$ cat config.mk
export PLATFORM = sky130hd
export DESIGN_NAME = sida_word_search
export DESIGN_NICKNAME = d
export VERILOG_FILES = /design/src/sv/sida_pkg.sv /design/src/sv/sida_word_search.sv
export SDC_FILE = /design/constraint.sdc
export NUM_CORES = 1
export LEC_CHECK = 0
export BUFFER_PORTS_ARGS = -buffer_cell sky130_fd_sc_hd__buf_2
export CAP_MARGIN = 5
export CORE_UTILIZATION = 45
export DETAILED_ROUTE_END_ITERATION = 16
export GPL_TIMING_DRIVEN = 0
export PLACE_DENSITY = 0.73
export SLEW_MARGIN = 40
export SYNTH_ARGS = -nofsm -noshare
export SYNTH_HDL_FRONTEND = slang
export SYNTH_SLANG_ARGS = --single-unit
$ cat constraint.sdc
create_clock -name vclk -period 2
set_input_delay 0.1 -clock vclk [all_inputs]
set_output_delay 0.1 -clock vclk [all_outputs]
set_load 0.005 [all_outputs]
$ cat src/sv/sida_pkg.sv
`timescale 1ns / 1ps
// ---------------------------------------------------------------------------
// sida_pkg
// Shared sizes, codes and types of the slot-id allocator table.
// ---------------------------------------------------------------------------
package sida_pkg;

    localparam int MAX_SLOTS   = 1024;
    localparam int HANDLE_BITS = 32;

    localparam int ID_W      = $clog2(MAX_SLOTS);
    localparam int SIZE_W    = ID_W + 1;
    localparam int WORD_BITS = 32;
    localparam int WORD_SH   = $clog2(WORD_BITS);
    localparam int NUM_WORDS = MAX_SLOTS / WORD_BITS;
    localparam int WIDX_W    = ID_W - WORD_SH;
    localparam int CNT_W     = WIDX_W + 1;

    localparam int OP_W   = 2;
    localparam int STAT_W = 2;

    localparam int IN_BITS   = ID_W + HANDLE_BITS;
    localparam int OUT_BITS  = ID_W + HANDLE_BITS;
    localparam int IN_DATA_W  = ((IN_BITS + 7) / 8) * 8;
    localparam int OUT_DATA_W = ((OUT_BITS + 7) / 8) * 8;

    typedef enum logic [OP_W-1:0] {
        OP_ADD  = 2'd0,
        OP_FIND = 2'd1,
        OP_DEL  = 2'd2
    } opcode_t;

    typedef enum logic [STAT_W-1:0] {
        STAT_OK    = 2'd0,
        STAT_FULL  = 2'd1,
        STAT_RANGE = 2'd2,
        STAT_EMPTY = 2'd3
    } status_t;

    typedef enum logic [3:0] {
        ST_IDLE = 4'b0001,
        ST_LOOK = 4'b0010,
        ST_SCAN = 4'b0100,
        ST_HOLD = 4'b1000
    } state_t;

    // result of one word search
    typedef struct packed {
        logic               found;
        logic [WORD_SH-1:0] bit_idx;
    } search_t;

endpackage

$ cat src/sv/sida_word_search.sv
`timescale 1ns / 1ps
// ---------------------------------------------------------------------------
// sida_word_search
// Finds the lowest free slot in one word of the valid map, honoring the
// scan start offset and the table size limit.
// ---------------------------------------------------------------------------
module sida_word_search
    import sida_pkg::*;
(
    input  logic [WORD_BITS-1:0] vword,
    input  logic [WIDX_W-1:0]    word_idx,
    input  logic                 first,
    input  logic [WORD_SH-1:0]   start_bit,
    input  logic [SIZE_W-1:0]    eff_size,
    output search_t              result
);

    logic [WIDX_W:0]        size_word;
    logic [WORD_SH-1:0]     size_bits;
    logic [WORD_BITS-1:0]   avail;
    logic                   word_full_in;
    logic                   word_part_in;

    assign size_word    = eff_size[SIZE_W-1:WORD_SH];
    assign size_bits    = eff_size[WORD_SH-1:0];
    assign word_full_in = {1'b0, word_idx} < size_word;
    assign word_part_in = {1'b0, word_idx} == size_word;

    always_comb
    begin
        for (int b = 0; b < WORD_BITS; b++)
        begin
            avail[b] = !vword[b]
                && (!first || (WORD_SH'(b) >= start_bit))
                && (word_full_in || (word_part_in && (WORD_SH'(b) < size_bits)));
        end
    end

    // lowest set bit wins
    always_comb
    begin
        result.found   = 1'b0;
        result.bit_idx = '0;
        for (int b = WORD_BITS - 1; b >= 0; b--)
        begin
            if (avail[b])
            begin
                result.found   = 1'b1;
                result.bit_idx = WORD_SH'(b);
            end
        end
    end

endmodule

# After elaboration in Yosys (flattened, before gate mapping)
# Index checks and enable logic that the tools add are counted.
[totals] ff_bits=0 inputBits=54 out_inout_bits=6 wordCells=291
[op_classes] order_cmp=65 n_eq_ne=1 mux=32 reduce_logical=193
[op_table] operator="$mux W6" count=32
[op_table] operator="$logic_and A1 B1 Y1" count=96
[op_table] operator="$ge A5 B5 Y1 const A" count=16
[op_table] operator="$lt A5 B5 Y1 const A" count=16
[op_table] operator="$logic_or A1 B1 Y1" count=64
[op_table] operator="$ge A4 B5 Y1 const A" count=8
[op_table] operator="$lt A4 B5 Y1 const A" count=8
[op_table] operator="$logic_not A1 Y1" count=33
[op_table] operator="$ge A3 B5 Y1 const A" count=4
[op_table] operator="$lt A3 B5 Y1 const A" count=4
[op_table] operator="$ge A1 B5 Y1 const A" count=2
[op_table] operator="$ge A2 B5 Y1 const A" count=2
[op_table] operator="$lt A1 B5 Y1 const A" count=2
[op_table] operator="$lt A2 B5 Y1 const A" count=2
[op_table] operator="$eq A5 B6 Y1" count=1
[op_table] operator="$lt A5 B6 Y1" count=1

# Depth between registers and ports, before layout
[logic_depth] depth_word=36 mapped_depth=12 ltp_nobuf=9

# Worst setup path before layout
# OpenSTA, ideal clock, no wires.
[synth_timing] kind="input to output" from="in eff_size[9]" to="out result[0] (netlist name)" t_arrival_ns=1.971 required_time_ns=1.900 path_slack_ns=-0.071 cell_stages=12 n_path_buf=3 cell_sequence="inv_1 > ha_1 > and4b_1 > buf_6 > o21a_4 > buf_6 > nor2_4 > buf_6 > o221ai_1 > a2111oi_2 > nor3_1 > a211oi_1"
[synth_lines] item="start: declaration" line="sida_word_search.sv:14" text="input logic [SIZE_W-1:0] eff_size,"
[synth_lines] item="end: declaration" line="sida_word_search.sv:15" text="output search_t result"

==> impl_metrics.tcl <==
set metrics [dict create \
    synth_warnings 0 \
    p_seq_share_pct 0 \
    core_area_sq_um 4000 \
    placed_area_sq_um 2320 \
    syn-num-nets 352 \
    die_h_um 66.8 \
    powerDensity_nw_per_um2 282 \
    hp-class "primary input to output port" \
    drive_gt1_share_pct 44.4 \
    hold_path_end "result[1]" \
    io_pins 60 \
    wl_per_cell_um 19.4 \
    rows 23 \
    min_from "vword[3]" \
    fin_nets 430 \
    first_iter_violations 207 \
    maxSlewHeadroom_pct 66.2 \
    yosysTopAreaCell "a21oi_1" \
    grt_pass1_vias 2394 \
    fmax_mhz 406 \
    required_ns 1.90 \
    critPathCaptureType "output port" \
    syn_inst 293 \
    vias_per_cell 6.74 \
    synth_area_leaders "a21oi_1, nand2_1, nor2_1, buf_2, ha_1" \
    synth_most_common_cell "a21oi_1" \
    diodes 0 \
    hold_path_depth 7 \
    place_hpwl_um 6090 \
    synthTopCellsByCount "a21oi_1, nand2_1, nor2_1" \
    critPathArrivalTime_ns 2.37 \
    antenna_found_initial 0 \
    fin_area_sq_um 2790 \
    status "finished with violations" \
    initial_core_util_pct 47.2 \
    grt_overflow 0 \
    drtAntennaViolNets 0 \
    critPathKind "primary input to output port" \
    cts_hold_buf 0 \
    finalPower_uw 786 \
    finalMaxSlewViolations 0 \
    post-place-ws_ns -0.596 \
    p_clk_share_pct 0 \
    combPwrFrac_pct 100.0 \
    period_share_pct 123 \
    register_area_sq_um 0 \
    hold_viol_final 0 \
    p_sw_share_pct 55.0 \
    critPathMaxFanout 7 \
    post_synth_num_cell_types 70 \
    peakVddDrop_v 0.000159 \
    p_switching_uw 432 \
    dieArea_sq_um 4460 \
    drt_pre_antenna_iters 5 \
    synthToLayoutAreaGrowth_pct 47.7 \
    p_leak_nw 1.11 \
    synth_top_cell_area_share_pct 9.02 \
    rsz0062_at_grt "true" \
    violations "negative setup slack" \
    globalplace.congestion 0.976 \
    yosysSeqAreaShare_pct 0 \
    grt_max_degree 11 \
    syn-cell-area_sq_um 1890 \
    fill_cells 368 \
    clkbuf_count 0 \
    multi_input_area_sq_um 2050 \
    finalCriticalPeriod_ns 2.47 \
    vias 2823 \
    seq_cells 0 \
    grt_first_pass_wirelength_um 11900 \
    maxCapViolCount 0 \
    tns_ns -2.50 \
    place.port_buffers 58 \
    synth.avg_cell_area_sq_um 6.44 \
    worst_slack_ns -0.465 \
    drc_errors 0 \
    internal_power_uw 354 \
    routed_wl_um 8130 \
    worst_pin_slew_ns 0.504 \
    setup_viol 6 \
    track_usage_pct 35.2 \
    worst_setup_path_start_kind "primary input" \
    die_width_um 66.8 \
]
[cell usage in the layout (no fill, tap or decap), types with 5 or more instances in the layout]
master / netlist / final
o22ai_1: 6 / 6
a21o_1: 7 / 7
nand3_1: 8 / 7
buf_2: 14 / 66
buf_4: 2 / 18
or2_2: 5 / 5
a21oi_1: 34 / 29
o211ai_1: 6 / 6
and2_1: 6 / 5
nand2_1: 26 / 24
nand4_1: 8 / 8
buf_6: 3 / 8
o21ai_0: 12 / 10
nor2_1: 24 / 24
a21oi_2: 0 / 5
[timing repair]
item,CTS,global route
setup endpoints to repair,6,6
gates resized for setup,43,25
buffers inserted,9,9
pin swaps,13,23
[layout make-up]
class	count	area share, %
Inverter	6	1.62
Buffer	24	5.52
Timing Repair Buffer	76	16.9
Multi-Input combinational cell	263	73.7
Tap cell	50	2.25
[logic make-up (layout without fill, tap and decap cells)]
group,after synthesis,after routing,synth area share (%)
adders and majority gates,5,5,3.32
AOI/OAI and AO/OA,135,135,52.5
and+or+nand+nor,123,123,35.7
buffers and inverters,30,106,8.49
[critical path, stage by stage]
cell and delay, ns:
buf_8 0.09, inv_12 0.03, ha_4 0.26, and4b_1 0.20, buf_6 0.12, o21a_4 0.13
buf_8 0.12, nor2_4 0.04, buf_6 0.13, buf_12 0.13, o211a_4 0.27, a211oi_4 0.22
nor2b_4 0.21, nor3b_2 0.17, buf_2 0.13
[per-layer routing]
metal  global-route usage [%]  vias to the layer above  share of wire, %
met5                        0                        -                 0
met2                     57.3                      176                46
met1                     48.2                     1326                44
li1                         -                     1305                 -
met4                     9.04                        0               1.6
met3                     4.11                       16               8.3
[metrics by stage]
step                hold slack [ns]  utilization (%)  cells
floorplan                     0.513                -    293
global placement              0.767             58.0    401
detailed placement            0.776             58.0    401
CTS                           0.765             65.1    410
global route                  0.810             69.7    419
finish                        0.760             69.7    419
[how the worst max path moves through the flow]
| stage | start | endpoint | slack [ns] | cells past startpoint |
|---|---|---|---|---|
| 4_1_cts | eff_size[8] | result[4] | -0.44 | 15 |
| 3_3_place_gp | eff_size[8] | result[1] | -0.61 | 12 |
| 6_report | eff_size[8] | result[4] | -0.47 | 15 |
| 5_1_grt | eff_size[8] | result[4] | -0.56 | 15 |
| 3_5_place_dp | eff_size[8] | result[1] | -0.60 | 12 |
| 2_1_floorplan | eff_size[8] | result[4] | -0.02 | 11 |
[power groups by stage]
stage / Clock, mW / Combinational, mW / Sequential, mW
after floorplan: 0 / 0.412 / 0
after global placement: 0 / 0.597 / 0
after detailed placement: 0 / 0.601 / 0
after CTS: 0 / 0.697 / 0
after global routing: 0 / 0.834 / 0
final: 0 / 0.786 / 0
Note: power is estimated with default switching activity, not from simulation.
